$ cat config.mk
export PLATFORM = sky130hd
export DESIGN_NAME = rle4_nibble_run_decoder
export DESIGN_NICKNAME = d
export VERILOG_FILES = /design/src/rtl/rle4_pkg.sv /design/src/rtl/rle4_dec_core.sv /design/src/rtl/rle4_res_fifo.sv /design/src/rtl/rle4_nibble_run_decoder.sv
export SDC_FILE = /design/constraint.sdc
export NUM_CORES = 1
export LEC_CHECK = 0
export BUFFER_PORTS_ARGS = -buffer_cell sky130_fd_sc_hd__buf_4
export CAP_MARGIN = 25
export CORE_MARGIN = 4
export CORE_UTILIZATION = 35
export CTS_CLUSTER_DIAMETER = 100
export DETAILED_ROUTE_END_ITERATION = 8
export GPL_TIMING_DRIVEN = 0
export PLACE_DENSITY_LB_ADDON = 0.08
export SYNTH_ARGS = -nofsm -noshare
export SYNTH_HDL_FRONTEND = slang
export SYNTH_HIERARCHICAL = 1
export SYNTH_SLANG_ARGS = --single-unit
$ cat constraint.sdc
create_clock -name clk -period 14.9 [get_ports clk]
set_input_delay 3.725 -clock clk [delete_from_list [all_inputs] [get_ports clk]]
set_output_delay 3.725 -clock clk [all_outputs]
set_load 0.1 [all_outputs]
$ cat src/rtl/rle4_pkg.sv
// Shared types and constants for the 4-bit run-length decoder.
package rle4_pkg;

  localparam int BYTE_COUNT_WIDTH = 24;
  localparam logic [BYTE_COUNT_WIDTH-1:0] PLANE_BYTES_RESET = BYTE_COUNT_WIDTH'(307200);

  // Result queue geometry
  localparam int RES_DEPTH = 4;
  localparam int RES_PTR_W = $clog2(RES_DEPTH);
  localparam int RES_CNT_W = $clog2(RES_DEPTH + 1);

  // Code byte low nibble meanings when the high nibble is zero
  localparam logic [3:0] CODE_END  = 4'h0;
  localparam logic [3:0] CODE_LONG = 4'h1;

  typedef enum logic [1:0] {
    PH_CODE,
    PH_LONG_LO,
    PH_LONG_HI,
    PH_ABS
  } phase_t;

  typedef struct packed {
    logic [7:0]  out_byte;
    logic [11:0] repeat_count;
    logic        last_of_run;
    logic        plane_end;
    logic        plane_full;
  } res_t;

  // Up to two results per decoded byte, vld[0] for res0, vld[1] for res1
  typedef struct packed {
    logic [1:0] vld;
    res_t       res1;
    res_t       res0;
  } push_t;

  typedef struct packed {
    logic                 room2;
    logic [RES_CNT_W-1:0] level;
  } fifo_stat_t;

endpackage

$ cat src/rtl/rle4_dec_core.sv
// Input register, parse state and plane limit logic of the decoder.
module rle4_dec_core
  import rle4_pkg::*;
(
  input  logic                        clk,
  input  logic                        rst_n,
  input  logic                        in_tvalid,
  output logic                        in_tready,
  input  logic [7:0]                  in_tdata,
  input  logic [BYTE_COUNT_WIDTH-1:0] plane_bytes,
  input  fifo_stat_t                  fstat,
  output push_t                       push
);

  // Input register
  logic       stg_vld_r;
  logic [7:0] stg_byte_r;
  logic       adv;

  // Parse state
  phase_t                      ph_r, ph_nxt;
  logic [3:0]                  held_r, held_nxt;
  logic                        odd_r, odd_nxt;
  logic [3:0]                  abs_r, abs_nxt;
  logic [7:0]                  cntlo_r, cntlo_nxt;
  logic [BYTE_COUNT_WIDTH-1:0] bw_r, bw_nxt;
  logic                        full_r, full_nxt;

  push_t dec;

  assign adv       = stg_vld_r && fstat.room2;
  assign in_tready = !stg_vld_r || adv;

  always_ff @(posedge clk) begin
    if (!rst_n) begin
      stg_vld_r <= 1'b0;
    end else if (in_tready) begin
      stg_vld_r <= in_tvalid;
    end
    if (in_tready && in_tvalid) begin
      stg_byte_r <= in_tdata;
    end
  end

  // Decode the staged byte
  always_comb begin
    logic [3:0]                  hi, lo, px;
    logic                        do_run, is_end;
    logic [11:0]                 run_len, len1;
    logic [1:0]                  rv;
    logic [7:0]                  rb [2];
    logic [11:0]                 rc [2];
    logic [1:0]                  ov;
    res_t                        ores [2];
    logic [BYTE_COUNT_WIDTH-1:0] room, cnt;
    logic                        full_v;
    logic [BYTE_COUNT_WIDTH-1:0] bw_v;

    hi = stg_byte_r[7:4];
    lo = stg_byte_r[3:0];
    px = lo;
    do_run = 1'b0;
    is_end = 1'b0;
    run_len = '0;
    len1 = '0;
    rv = '0;
    rb[0] = '0; rb[1] = '0;
    rc[0] = '0; rc[1] = '0;
    ov = '0;
    ores[0] = '0; ores[1] = '0;
    room = '0;
    cnt = '0;

    ph_nxt    = ph_r;
    held_nxt  = held_r;
    odd_nxt   = odd_r;
    abs_nxt   = abs_r;
    cntlo_nxt = cntlo_r;

    unique case (ph_r)
      PH_CODE: begin
        if (hi != 4'd0) begin
          do_run  = 1'b1;
          run_len = {8'd0, hi};
        end else if (lo == CODE_END) begin
          is_end = 1'b1;
        end else if (lo == CODE_LONG) begin
          ph_nxt = PH_LONG_LO;
        end else begin
          abs_nxt = lo;
          ph_nxt  = PH_ABS;
        end
      end
      PH_LONG_LO: begin
        cntlo_nxt = stg_byte_r;
        ph_nxt    = PH_LONG_HI;
      end
      PH_LONG_HI: begin
        do_run  = 1'b1;
        run_len = {hi, cntlo_r};
        ph_nxt  = PH_CODE;
      end
      PH_ABS: begin
        // first nibble of the data byte
        if (odd_r) begin
          rv[0]   = 1'b1;
          rb[0]   = {held_r, hi};
          rc[0]   = 12'd1;
          odd_nxt = 1'b0;
        end else begin
          held_nxt = hi;
          odd_nxt  = 1'b1;
        end
        // second nibble only if the block still has two or more left
        if (abs_r >= 4'd2) begin
          if (odd_nxt) begin
            rv[0]   = 1'b1;
            rb[0]   = {held_nxt, lo};
            rc[0]   = 12'd1;
            odd_nxt = 1'b0;
          end else begin
            held_nxt = lo;
            odd_nxt  = 1'b1;
          end
          abs_nxt = abs_r - 4'd2;
        end else begin
          abs_nxt = 4'd0;
        end
        if (abs_nxt == 4'd0) begin
          ph_nxt = PH_CODE;
        end
      end
      default: ;
    endcase

    // Run: merge with a held pixel, then a doubled byte with a count
    if (do_run && run_len != 12'd0) begin
      len1 = run_len;
      if (odd_r) begin
        rv[0]   = 1'b1;
        rb[0]   = {held_r, px};
        rc[0]   = 12'd1;
        odd_nxt = 1'b0;
        len1    = run_len - 12'd1;
      end
      if (len1[11:1] != 11'd0) begin
        rv[1] = 1'b1;
        rb[1] = {px, px};
        rc[1] = {1'b0, len1[11:1]};
      end
      if (len1[0]) begin
        held_nxt = px;
        odd_nxt  = 1'b1;
      end
    end

    // Plane limit, applied to each write in order
    bw_v   = bw_r;
    full_v = full_r;
    for (int k = 0; k < 2; k++) begin
      if (rv[k] && !full_v) begin
        if (bw_v >= plane_bytes) begin
          full_v = 1'b1;
        end else begin
          room = plane_bytes - bw_v;
          cnt  = (BYTE_COUNT_WIDTH'(rc[k]) > room) ? room : BYTE_COUNT_WIDTH'(rc[k]);
          bw_v = bw_v + cnt;
          if (bw_v >= plane_bytes) begin
            full_v = 1'b1;
          end
          ov[k]                 = 1'b1;
          ores[k].out_byte      = rb[k];
          ores[k].repeat_count  = cnt[11:0];
          ores[k].plane_full    = full_v;
        end
      end
    end

    // Pack results in order and mark the final one
    dec = '0;
    if (is_end) begin
      dec.vld                = 2'b01;
      dec.res0.last_of_run   = 1'b1;
      dec.res0.plane_end     = 1'b1;
      dec.res0.plane_full    = full_r;
    end else if (ov == 2'b11) begin
      dec.vld              = 2'b11;
      dec.res0             = ores[0];
      dec.res1             = ores[1];
      dec.res1.last_of_run = 1'b1;
    end else if (ov != 2'b00) begin
      dec.vld              = 2'b01;
      dec.res0             = ov[0] ? ores[0] : ores[1];
      dec.res0.last_of_run = 1'b1;
    end

    bw_nxt   = bw_v;
    full_nxt = full_v;
    if (is_end) begin
      ph_nxt    = PH_CODE;
      held_nxt  = '0;
      odd_nxt   = 1'b0;
      abs_nxt   = '0;
      cntlo_nxt = '0;
      bw_nxt    = '0;
      full_nxt  = 1'b0;
    end
  end

  always_comb begin
    push     = dec;
    push.vld = adv ? dec.vld : 2'b00;
  end

  // State update on each decoded byte
  always_ff @(posedge clk) begin
    if (!rst_n) begin
      ph_r    <= PH_CODE;
      held_r  <= '0;
      odd_r   <= 1'b0;
      abs_r   <= '0;
      cntlo_r <= '0;
      bw_r    <= '0;
      full_r  <= 1'b0;
    end else if (adv) begin
      ph_r    <= ph_nxt;
      held_r  <= held_nxt;
      odd_r   <= odd_nxt;
      abs_r   <= abs_nxt;
      cntlo_r <= cntlo_nxt;
      bw_r    <= bw_nxt;
      full_r  <= full_nxt;
    end
  end

endmodule

$ cat src/rtl/rle4_res_fifo.sv
// Result queue: takes up to two results a cycle, hands out one.
module rle4_res_fifo
  import rle4_pkg::*;
(
  input  logic       clk,
  input  logic       rst_n,
  input  push_t      push,
  output fifo_stat_t fstat,
  output logic       out_tvalid,
  input  logic       out_tready,
  output res_t       out_res
);

  res_t                 mem [RES_DEPTH];
  logic [RES_PTR_W-1:0] wr_r, rd_r;
  logic [RES_CNT_W-1:0] level_r, level_nxt;
  logic                 pop;
  logic [RES_CNT_W-1:0] push_n;

  assign out_tvalid  = level_r != '0;
  assign out_res     = mem[rd_r];
  assign pop         = out_tvalid && out_tready;
  assign push_n      = RES_CNT_W'(push.vld[0]) + RES_CNT_W'(push.vld[1]);
  assign level_nxt   = level_r + push_n - RES_CNT_W'(pop);
  assign fstat.level = level_r;
  assign fstat.room2 = level_r <= RES_CNT_W'(RES_DEPTH - 2);

  // Pointers and fill level
  always_ff @(posedge clk) begin
    if (!rst_n) begin
      wr_r    <= '0;
      rd_r    <= '0;
      level_r <= '0;
    end else begin
      wr_r    <= wr_r + RES_PTR_W'(push_n);
      rd_r    <= rd_r + RES_PTR_W'(pop);
      level_r <= level_nxt;
    end
  end

  // Storage
  always_ff @(posedge clk) begin
    if (push.vld[0]) begin
      mem[wr_r] <= push.res0;
    end
    if (push.vld[1]) begin
      mem[wr_r + RES_PTR_W'(1)] <= push.res1;
    end
  end

endmodule

$ cat src/rtl/rle4_nibble_run_decoder.sv
// Top level of the 4-bit run-length plane decoder.
//
// in_*  : one compressed byte per transaction (in_tdata).
// out_* : decoded results; out_tdata holds out_byte [7:0] and repeat_count
//         [19:8], out_tlast marks the last result of an input byte, out_tuser
//         holds plane_end [0] and plane_full [1].
// cfg_* : write of the plane size in bytes; it is always ready and must only
//         be written while the decoder is idle.
// A byte is held in the input register, then its results are written into a
// four-entry result queue, from which they are offered in order on out_*.
// Throughput: one input byte per cycle while each byte yields at most one
// result and the receiver is ready; a byte that yields two results (merged byte
// plus doubled run byte) drains through the single output port of the queue.
// The input register advances only when the queue has room for two results,
// so a stalled receiver stops input after the queue fills, losing nothing.
// Reset clears the parse state, the byte counter and the queue, and loads
// the plane size of 307200 bytes.
module rle4_nibble_run_decoder
  import rle4_pkg::*;
(
  input  logic        clk,
  input  logic        rst_n,
  input  logic        in_tvalid,
  output logic        in_tready,
  input  logic [7:0]  in_tdata,   // [7:0] in_byte
  output logic        out_tvalid,
  input  logic        out_tready,
  output logic [23:0] out_tdata,  // [7:0] out_byte, [19:8] repeat_count, [23:20] zero
  output logic        out_tlast,
  output logic [1:0]  out_tuser,  // [0] plane_end, [1] plane_full
  input  logic        cfg_valid,
  output logic        cfg_ready,
  input  logic [23:0] cfg_data    // [23:0] plane_bytes
);

  logic [BYTE_COUNT_WIDTH-1:0] plane_bytes_r;
  push_t                       push;
  fifo_stat_t                  fstat;
  res_t                        res;

  // Plane size register
  assign cfg_ready = 1'b1;

  always_ff @(posedge clk) begin
    if (!rst_n) begin
      plane_bytes_r <= PLANE_BYTES_RESET;
    end else if (cfg_valid && cfg_ready) begin
      plane_bytes_r <= cfg_data;
    end
  end

  rle4_dec_core u_core (
    .clk         (clk),
    .rst_n       (rst_n),
    .in_tvalid   (in_tvalid),
    .in_tready   (in_tready),
    .in_tdata    (in_tdata),
    .plane_bytes (plane_bytes_r),
    .fstat       (fstat),
    .push        (push)
  );

  rle4_res_fifo u_fifo (
    .clk        (clk),
    .rst_n      (rst_n),
    .push       (push),
    .fstat      (fstat),
    .out_tvalid (out_tvalid),
    .out_tready (out_tready),
    .out_res    (res)
  );

  assign out_tdata = {4'd0, res.repeat_count, res.out_byte};
  assign out_tlast = res.last_of_run;
  assign out_tuser = {res.plane_full, res.plane_end};

  // Results are packed in order: a second result never comes alone
  a_push_packed: assert property (@(posedge clk) disable iff (!rst_n)
    push.vld[1] |-> push.vld[0])
    else $error("second result pushed without first");

  // Only the final result of a byte carries the last mark
  a_last_mark: assert property (@(posedge clk) disable iff (!rst_n)
    push.vld[1] |-> (push.res1.last_of_run && !push.res0.last_of_run))
    else $error("last mark on wrong result");

  // The end code result is a lone zero-count result
  a_end_result: assert property (@(posedge clk) disable iff (!rst_n)
    (out_tvalid && out_tuser[0]) |-> (out_tlast && out_tdata[19:8] == 12'd0))
    else $error("end result malformed");

  // The queue never overfills
  a_no_overflow: assert property (@(posedge clk) disable iff (!rst_n)
    fstat.level <= RES_CNT_W'(RES_DEPTH))
    else $error("result queue overflow");

endmodule
# [After elaboration in Yosys (flattened, before gate mapping)]
# Memories as Yosys holds them, arrays and structs flattened. A register that Yosys moved wholly into a read port is not among the register bits.
# Cells that the tools add are included.
[totals] ff_bits=84 ram_bits=92 inputBits=37 output_inout_bits=30 wordCells=170 memories=1
[classes] n_addsub=12 n_lt_le_gt_ge=8 n_eq_ne=9 n_mux=104 reduce_logical=23
[mem_list] memory="u_fifo.mem" words=4 word_bits=23 rd=1 rd_clocked_by_memory_dff=1 wr=2 line="rle4_res_fifo.sv:14" rtl="res_t mem [RES_DEPTH];"
[ops] operator="$mux W24" n=8
[ops] operator="$ge A24 B24 Y1" n=4
[ops] operator="$mux W23" n=4
[ops] operator="$mux W20" n=4
[ops] operator="$mux W8" n=9
[ops] operator="$mux W12" n=5
[ops] operator="$mux W4" n=15
[ops] operator="$add A24 B24 Y24" n=2
[ops] operator="$gt A12 B24 Y1" n=2
[ops] operator="$sub A24 B24 Y24" n=2
[ops] operator="$mux W43" n=1
[ops] operator="$mux W1" n=41
[ops] operator="$pmux W12 S2" n=1
[ops] operator="$mux W2" n=10
[ops] operator="$mux W16" n=1
[ops] operator="$reduce_bool A12 Y1" n=1
[ops] operator="$sub A12 B1 Y12 const B" n=1
[ops] operator="$mux W11" n=1
[ops] operator="$reduce_bool A11 Y1" n=1
[ops] operator="$ne A3 B3 Y1 const B" n=3
[ops] operator="$logic_not A4 Y1" n=2
[ops] operator="$pmux W2 S4" n=1
[ops] operator="$pmux W4 S2" n=1
[ops] operator="$eq A2 B2 Y1 const B" n=3
[ops] operator="other kinds (24)" n=33

# [Depth between registers and ports, before layout]
# Gate-level depths: netlist (run 1).
[depth] word_depth=27 mapped_depth=69 depth_no_buf=66

# [Modules after synthesis]
# Netlist (run 1), hierarchy kept.
[by_module_without_submodules] mod="rle4_dec_core" instances=1 cells_each=1407 area_each_um2=10176.0 seq_area_each_um2=1141.1
[by_module_without_submodules] mod="rle4_res_fifo" instances=1 cells_each=268 area_each_um2=4893.4 seq_area_each_um2=2902.8
[by_module_without_submodules] mod="rle4_nibble_run_decoder" instances=1 cells_each=84 area_each_um2=964.7 seq_area_each_um2=480.5

# [Worst setup path after synthesis (run 1)]
# OpenSTA, ideal clock, no wires.
[synth_timing] path_type="register -> register" startpoint="register u_core.ph_r[1]" endpoint="memory u_fifo/mem[2][0] in the netlist's numbering (data pin)" setup_time_ns=0.260 t_arrival_ns=12.717 required_time_ns=14.640 slack_ns=1.924 stages_incl_launch_ff=69 path_buffers=4 period_less_slack_ns=12.976 cell_sequence="dfxtp_1 -> buf_4 -> clkbuf_1 -> mux2i_1 -> or2_2 -> ha_1 -> o221ai_1 -> a21oi_1 -> nor2_1 -> inv_1 -> ha_1 -> nor3b_1 -> o21a_1 -> nand4_1 -> a2111o_1 -> nor4_1 -> o2111ai_1 -> nor4b_1 -> [33 not listed] -> fa_1 -> a211oi_1 -> o211ai_1 -> a32o_1 -> o221a_2 -> o22ai_1 -> o21bai_1 -> a21o_1 -> xnor2_1 -> inv_1 -> ha_1 -> o21ai_0 -> a21oi_1 -> nor2_1 -> o41ai_1 -> a31oi_1 -> o221ai_1 -> mux2_2"
[synth_rtl] item="from (decl)" line="rle4_dec_core.sv:21" rtl="phase_t ph_r, ph_nxt;"
[synth_rtl] item="from (signal assigned)" line="rle4_dec_core.sv:226" rtl="ph_r <= ph_nxt;"
[synth_rtl] item="to (decl)" line="rle4_res_fifo.sv:14"

==> results of run 1 <==
[flip-flops by register name (all words and copies together) (netlist names), 2 cells and up]
signal and flops:
u_fifo/mem 92, plane_bytes_r 24, u_core/bw_r 24, u_core/cntlo_r 8
u_core/stg_byte_r 8, u_core/abs_r 4, u_core/held_r 4, u_fifo/level_r 3
u_core/ph_r 2, u_fifo/rd_r 2, u_fifo/wr_r 2
[synthesized netlist by cell type (all sizes together) (12+ instances only)]
cell type / count
mux2i: 74
a21oi: 94
nor4: 12
inv: 141
or2: 15
a211oi: 12
nand2: 119
clkbuf: 36
edfxtp: 100
nor3: 33
nand4: 29
xnor2: 59
o21a: 22
or3: 20
and2: 25
a21o: 26
o21ai: 112
nand3: 23
mux2: 100
nor2: 114
dfxtp: 76
ha: 156
buf: 43
nor2b: 66
a31oi: 13
mux4: 23
nand2b: 18
[timing repair]
action,4_1_cts,5_1_grt
buffers inserted,5,7
setup endpoints to repair,8,5
pin swaps,3,8
gates resized for setup,17,39
gates cloned,0,0
[through the flow]
| stage | cells | hold slack [ns] | total power [mW] |
|---|---|---|---|
| after global placement | 2450 | 0.4845 | 1.641 |
| after floorplan | 1790 | 0.4520 | 1.377 |
| after detailed placement | 2453 | 0.4861 | 1.650 |
| final | 2494 | 0.4936 | 2.146 |
| after CTS | 2488 | 0.4974 | 2.142 |
| after global routing | 2494 | 0.5254 | 2.287 |
[kinds of logic (layout without fill, tap and decap cells)]
family / Yosys count / count (layout) / synth area share [%]
buf+inv: 221 / 325 / 6.180
fa+ha+maj: 161 / 161 / 12.80
xor+xnor: 71 / 71 / 4.050
other cells: 4 / 35 / 0.09361
flops: 176 / 176 / 28.22
simple gates: 509 / 509 / 16.36
mux: 197 / 197 / 14.97
compound gates: 420 / 420 / 17.33
[worst max path at each step]
stage | cells after the start | to | slack [ns] | from
after floorplan | 68 | u_fifo/mem[2][0]$_DFFE_PP_ | 1.92 | u_core/ph_r[1]$_SDFFE_PN0P_
after global placement | 68 | u_fifo/mem[0][0]$_DFFE_PP_ | -1.80 | u_core/ph_r[1]$_SDFFE_PN0P_
after detailed placement | 68 | u_fifo/mem[0][0]$_DFFE_PP_ | -1.95 | u_core/ph_r[1]$_SDFFE_PN0P_
after CTS | 69 | u_fifo/mem[0][0]$_DFFE_PP_ | 0.02 | u_core/ph_r[1]$_SDFFE_PN0P_
after global routing | 69 | u_fifo/mem[2][0]$_DFFE_PP_ | -0.004 | u_core/ph_r[1]$_SDFFE_PN0P_
final | 69 | u_fifo/mem[2][0]$_DFFE_PP_ | 0.70 | u_core/ph_r[1]$_SDFFE_PN0P_
[report_power, final]
| group | internal, mW | switching [mW] | leakage, nW |
|---|---|---|---|
| combinational | 0.397 | 0.708 | 5.76 |
| sequential | 0.549 | 0.0268 | 1.57 |
| clock | 0.224 | 0.242 | 0.278 |
[placed cells by master, fill, tap and decap left out, types with 11 or more instances in the layout]
cell type / instances
mux2_2: 94
nor2_1: 110
mux2i_1: 69
a21oi_1: 89
conb_1: 35
ha_1: 153
a31oi_1: 12
nand4_1: 29
clkbuf_16: 17
nand3_1: 22
xnor2_1: 55
mux4_2: 23
dfxtp_1: 76
nand2b_1: 18
buf_4: 89
and2_1: 25
edfxtp_1: 100
nor4_1: 11
nand2_1: 119
or2_2: 13
buf_2: 18
nor2b_1: 62
clkbuf_1: 31
inv_1: 140
o21a_1: 22
or3_1: 18
nor3_1: 31
a21o_1: 26
o21ai_0: 106
[routing by layer]
layer	GRT usage [%]	vias up
li1	-	6680
met1	30.51	6522
met2	32.10	280
met3	3.535	38
met4	4.302	0
met5	0	-
[layout make-up]
class                   instances  area share, %
multi-input cells            1393          59.49
plain buffers                  76          2.468
flip-flops and latches        176          24.66
well taps                     600          4.091
clock inverters                15         0.8796
inverters                     142          2.905
clock buffers                  17          2.318
repair buffers                 75          3.191
[critical path: cells and delay by family (launching register included)]
kind	cells	cell delay [ns]
simple gates	22	3.98
xor+xnor	3	0.56
flops	1	0.31
compound gates	22	4.49
mux	3	0.92
buf+inv	10	1.11
fa+ha+maj	9	2.51
==> results.sh, run 1 <==
export IMPL_status="complete, no violations"
export IMPL_drive_gt1_share_pct=18.16
export IMPL_vias_per_cell=5.421
export IMPL_crit_fanout=10
export IMPL_clkSinkCount=176
export IMPL_gp_congestion=0.8797
export IMPL_cp_slowest_cell="or4_4"
export IMPL_maxCapViolations=0
export IMPL_p_leak_nw=7.613
export IMPL_dr_first_iter_drc_count=984
export IMPL_min_to="u_core/bw_r[15]$_SDFFE_PN0P_"
export IMPL_dp_slack_ns=-1.954
export IMPL_timing_setup_critical_path_class="reg2reg"
export IMPL_hpwl_um=39870
export IMPL_cts_root_buf="clkbuf_16"
export IMPL_synth_edf_count=100
export IMPL_routed_wl_met2_um=22990
export IMPL_whs_path_depth=2
export IMPL_synthFlopType="edfxtp_1"
export IMPL_area_growth_pct=14.44
export IMPL_cts_made_buffers=17
export IMPL_n_fill_cell=4648
export IMPL_totalWireLength_um=51570
export IMPL_stdcell_area_sq_um=18350
export IMPL_grt_ovfl_total=0
export IMPL_grt_max_degree=24
export IMPL_vias=13520
export IMPL_die_area_sq_um=49300
export IMPL_arrival_ns=14.45
export IMPL_clk_pin_slew_worst_paths_ns=0.08
export IMPL_hp_start="u_core/bw_r[15]$_SDFFE_PN0P_"
export IMPL_reg2reg_from="u_core/ph_r[1]$_SDFFE_PN0P_"
export IMPL_synth_area_leader_cell="edfxtp_1"
export IMPL_fin_util_pct=40.52
export IMPL_reg2reg_slack_ns=0.70
export IMPL_grt_pass1_wl_um=79540
export IMPL_ys_ff_latch=176
export IMPL_hold_buffers=0
export IMPL_drtPass1Iterations=5
export IMPL_grt_pass1_vias=13180
export IMPL_yosysWarnings=6
export IMPL_clock_latency_ns=0.50
export IMPL_met3WireLength_um=2070
export IMPL_fmax_ghz=0.07041
export IMPL_io_pins=67
export IMPL_critPathLaunchType="flop"
export IMPL_seq_area_sq_um=4524
export IMPL_finalHoldViolCount=0
export IMPL_setup_violations=0
export IMPL_row_count=78
export IMPL_reg2reg_depth=69
export IMPL_m1WireLength_um=25860
export IMPL_ir_drop_uv=101.3
export IMPL_synth_area_top_cells="edfxtp_1 19%, ha_1 12%, dfxtp_1 9.5%"
export IMPL_core_area_sq_um=45280
export IMPL_die_y_um=222.0
export IMPL_synth_cells=1759
export IMPL_synth_cell_type_count=95
export IMPL_hold_class="reg2reg"
export IMPL_routedWlPerCell_um=20.68
export IMPL_postRouteAntennaNets=0
export IMPL_crit_path_max_incr_delay_ns=0.46
export IMPL_fin_skew_ns=0.02477
export IMPL_start_util_pct=35.41
export IMPL_r2r_end="u_fifo/mem[2][0]$_DFFE_PP_"
export IMPL_crit_required_ns=15.15
export IMPL_period_share_pct=95.32
export IMPL_layout_setup_ws_ns=0.6980
export IMPL_cts_path_max_buffers=2
export IMPL_finalSetupTns_ns=0
export IMPL_synth_top_cell_area_share_pct=18.73
export IMPL_syn_area_sq_um=16030
export IMPL_worst_slew_pin_slew_ns=0.9340
export IMPL_placed_cell_area_sq_um=17430
export IMPL_antenna_found_initial=0
export IMPL_syn_area_per_cell_sq_um=9.115
export IMPL_yosysSeqAreaShare_pct=28.22
export IMPL_floorplan_die_width_um=222.0
export IMPL_highest_layer="met4"
export IMPL_diodes=0
export IMPL_nNetsFinal=2079
export IMPL_p_per_area_nw_per_um2=117.0
export IMPL_portBuffers=60
export IMPL_max_slew_margin_pct=37.08
export IMPL_slew_violations=0
export IMPL_tritoncts="done"
export IMPL_drc=0
export IMPL_synth_async_sr_flop_share_pct=0
export IMPL_end_kind="flop"
export IMPL_grt_total_usage_pct=20.74
export IMPL_htreeDepth=4
export IMPL_fin_crit_ns=14.20
export IMPL_multi_input_area_sq_um=10920
No activity file was read; power rests on OpenSTA's default activity.
==> run 2: changes to the inputs <==
- CELL_PAD_IN_SITES_DETAIL_PLACEMENT: unset -> 1
- CELL_PAD_IN_SITES_GLOBAL_PLACEMENT: unset -> 2
- CORE_UTILIZATION: 35 -> 41
- RECOVER_POWER: unset -> 50
==> run 2 against run 1 <==
The run now ends with capacitance limit, slew limit left. Critical endpoint is now u_fifo/mem[1][0]$_DFFE_PP_. Combinational power is essentially flat. Via count increased by 1.7%. First-iteration DRC count down 23%. Sequential cell count unchanged. Sequential power about the same. Power is 0.29% lower. Critical path type unchanged. Largest cell class unchanged.
==> results.sh, run 2 (synthesis gave the netlist of run 1 again) <==
export IMPL_crit_path_max_incr_delay_ns=0.46
export IMPL_drc=0
export IMPL_cp_slowest_cell="a2111o_1"
export IMPL_timing_setup_critical_path_class="reg2reg"
export IMPL_row_count=72
export IMPL_grt_pass1_wl_um=82890
export IMPL_cts_path_max_buffers=2
export IMPL_io_pins=67
export IMPL_ir_drop_uv=81.27
export IMPL_clock_latency_ns=0.46
export IMPL_end_kind="flop"
export IMPL_postRouteAntennaNets=0
export IMPL_die_area_sq_um=42340
export IMPL_p_per_area_nw_per_um2=118.7
export IMPL_drive_gt1_share_pct=15.74
export IMPL_finalPower_mw=2.140
export IMPL_worst_slew_pin_slew_ns=1.624
export IMPL_arrival_ns=14.32
export IMPL_stdcell_area_sq_um=18020
export IMPL_status="finished, violations left"
export IMPL_portBuffers=60
export IMPL_antenna_found_initial=1
export IMPL_drtPass1Iterations=8
export IMPL_maxCapViolations=1
export IMPL_vias=13750
export IMPL_start_util_pct=41.49
export IMPL_routedWlPerCell_um=22.28
export IMPL_die_y_um=205.8
export IMPL_largest_register="u_fifo/mem"
export IMPL_clkSinkCount=176
export IMPL_clk_pin_slew_worst_paths_ns=0.07
export IMPL_vias_per_cell=5.715
export IMPL_hpwl_um=42080
export IMPL_critPathLaunchType="flop"
export IMPL_nNetsFinal=2072
export IMPL_grt_pass1_vias=14330
export IMPL_reg_largest_list="u_fifo/mem (92), plane_bytes_r (24), u_core/bw_r (24)"
export IMPL_grt_max_degree=24
export IMPL_period_share_pct=94.68
export IMPL_slew_violations=22
export IMPL_cts_made_buffers=17
export IMPL_area_growth_pct=12.42
export IMPL_final_common_cell="ha_1"
export IMPL_tritoncts="done"
export IMPL_fin_util_pct=46.64
export IMPL_hold_buffers=0
export IMPL_crit_fanout=10
export IMPL_cts_root_buf="clkbuf_16"
export IMPL_diodes=0
export IMPL_floorplan_die_width_um=205.8
export IMPL_setup_violations=0
export IMPL_core_area_sq_um=38650
export IMPL_dp_cells=2369
export IMPL_final_cell_mix="154 x ha_1, 140 x inv_1, 119 x nand2_1, 111 x nor2_1, 106 x o21ai_0"
export IMPL_dr_first_iter_drc_count=762
export IMPL_hold_class="reg2reg"
export IMPL_path_common_cell="ha_1"
export IMPL_gp_congestion=0.9047
export IMPL_stdcell_count=2405
export IMPL_grt_total_usage_pct=25.43
export IMPL_violations="capacitance limit, slew limit"
export IMPL_fin_skew_ns=0.01049
export IMPL_grt_ovfl_total=0
export IMPL_fmax_ghz=0.07089
export IMPL_htreeDepth=4
export IMPL_reg2reg_slack_ns=0.79
export IMPL_crit_required_ns=15.11
export IMPL_max_slew_margin_pct=-8.283
export IMPL_fin_crit_ns=14.11
export IMPL_totalWireLength_um=53590
export IMPL_finalHoldViolCount=0
export IMPL_placed_cell_area_sq_um=17300
export IMPL_p_leak_nw=7.462
export IMPL_largest_reg_flops=92
[run 2: cell types whose count changed in the layout (fill, tap and decap cells not counted), sizes merged]
cell and delta:
buf -48, clkbuf +40, clkinvlp -2, inv +2, bufinv +1, clkdlybuf4s15 +1, clkinv -1
[run 2: timing repair]
item / CTS / global route
gates resized for setup: 19 / 42
hold endpoints to repair: 0 / 0
endpoints found under the setup margin: 9 / 5
cloned: 0 / 0
pin swaps: 3 / 10
buffers inserted: 5 / 2
[run 2: metal layers]
layer / wire length [um] / global-route usage (%) / part of all wire, %
met2: 24220 / 39.90 / 45
met3: 2731 / 4.933 / 5.1
met1: 25880 / 36.62 / 48
met4: 765 / 5.120 / 1.4
met5: 0 / 0 / 0
[run 2: final cells by class]
class                           instances  area, sq um
Timing Repair Buffer                   68        427.9
Clock buffer                           17        425.4
Fill cell                            4543        20620
Inverter                              142        533.0
Tap cell                              518        648.1
Buffer                                 76        426.7
Sequential cell                       176         4524
Multi-Input combinational cell       1393        10870
Clock inverter                         15        165.2
[run 2: worst paths after layout]
| kind | start | to | cells after the start |
|---|---|---|---|
| worst max-delay path | u_core/ph_r[1]$_SDFFE_PN0P_ | u_fifo/mem[1][0]$_DFFE_PP_ | 69 |
| worst max register to register | u_core/ph_r[1]$_SDFFE_PN0P_ | u_fifo/mem[1][0]$_DFFE_PP_ | 69 |
| worst min-delay path | u_core/held_r[2]$_SDFFE_PN0P_ | u_core/held_r[2]$_SDFFE_PN0P_ | 2 |
| worst min register to register | u_core/held_r[2]$_SDFFE_PN0P_ | u_core/held_r[2]$_SDFFE_PN0P_ | 2 |
[run 2: through the flow]
step                hold WS (ns)  setup TNS (ns)  worst slack, ns
floorplan                 0.4520               0            1.924
global placement          0.4673          -20.88           -1.855
detailed placement        0.4741          -10.62           -2.077
CTS                       0.4844               0          0.01244
global route              0.5293        -0.06534         -0.02023
finish                    0.4850               0           0.7929
[run 2: power breakdown]
part           internal (mW)  total, mW  leakage (nW)  switching [mW]
Sequential             0.550      0.577          1.57          0.0270
Clock                  0.240      0.469         0.290           0.229
Combinational          0.371       1.09          5.60           0.723
[run 2: worst max-delay path: cells and delay by family (launching register included)]
| family | cells | cell delay (ns) |
|---|---|---|
| muxes | 3 | 0.93 |
| adders and majority gates | 9 | 2.55 |
| xor gates and xnor gates | 3 | 0.59 |
| and+or+nand+nor | 22 | 3.77 |
| buffers and inverters | 10 | 1.10 |
| DFF | 1 | 0.31 |
| AOI/OAI and AO/OA | 22 | 4.58 |
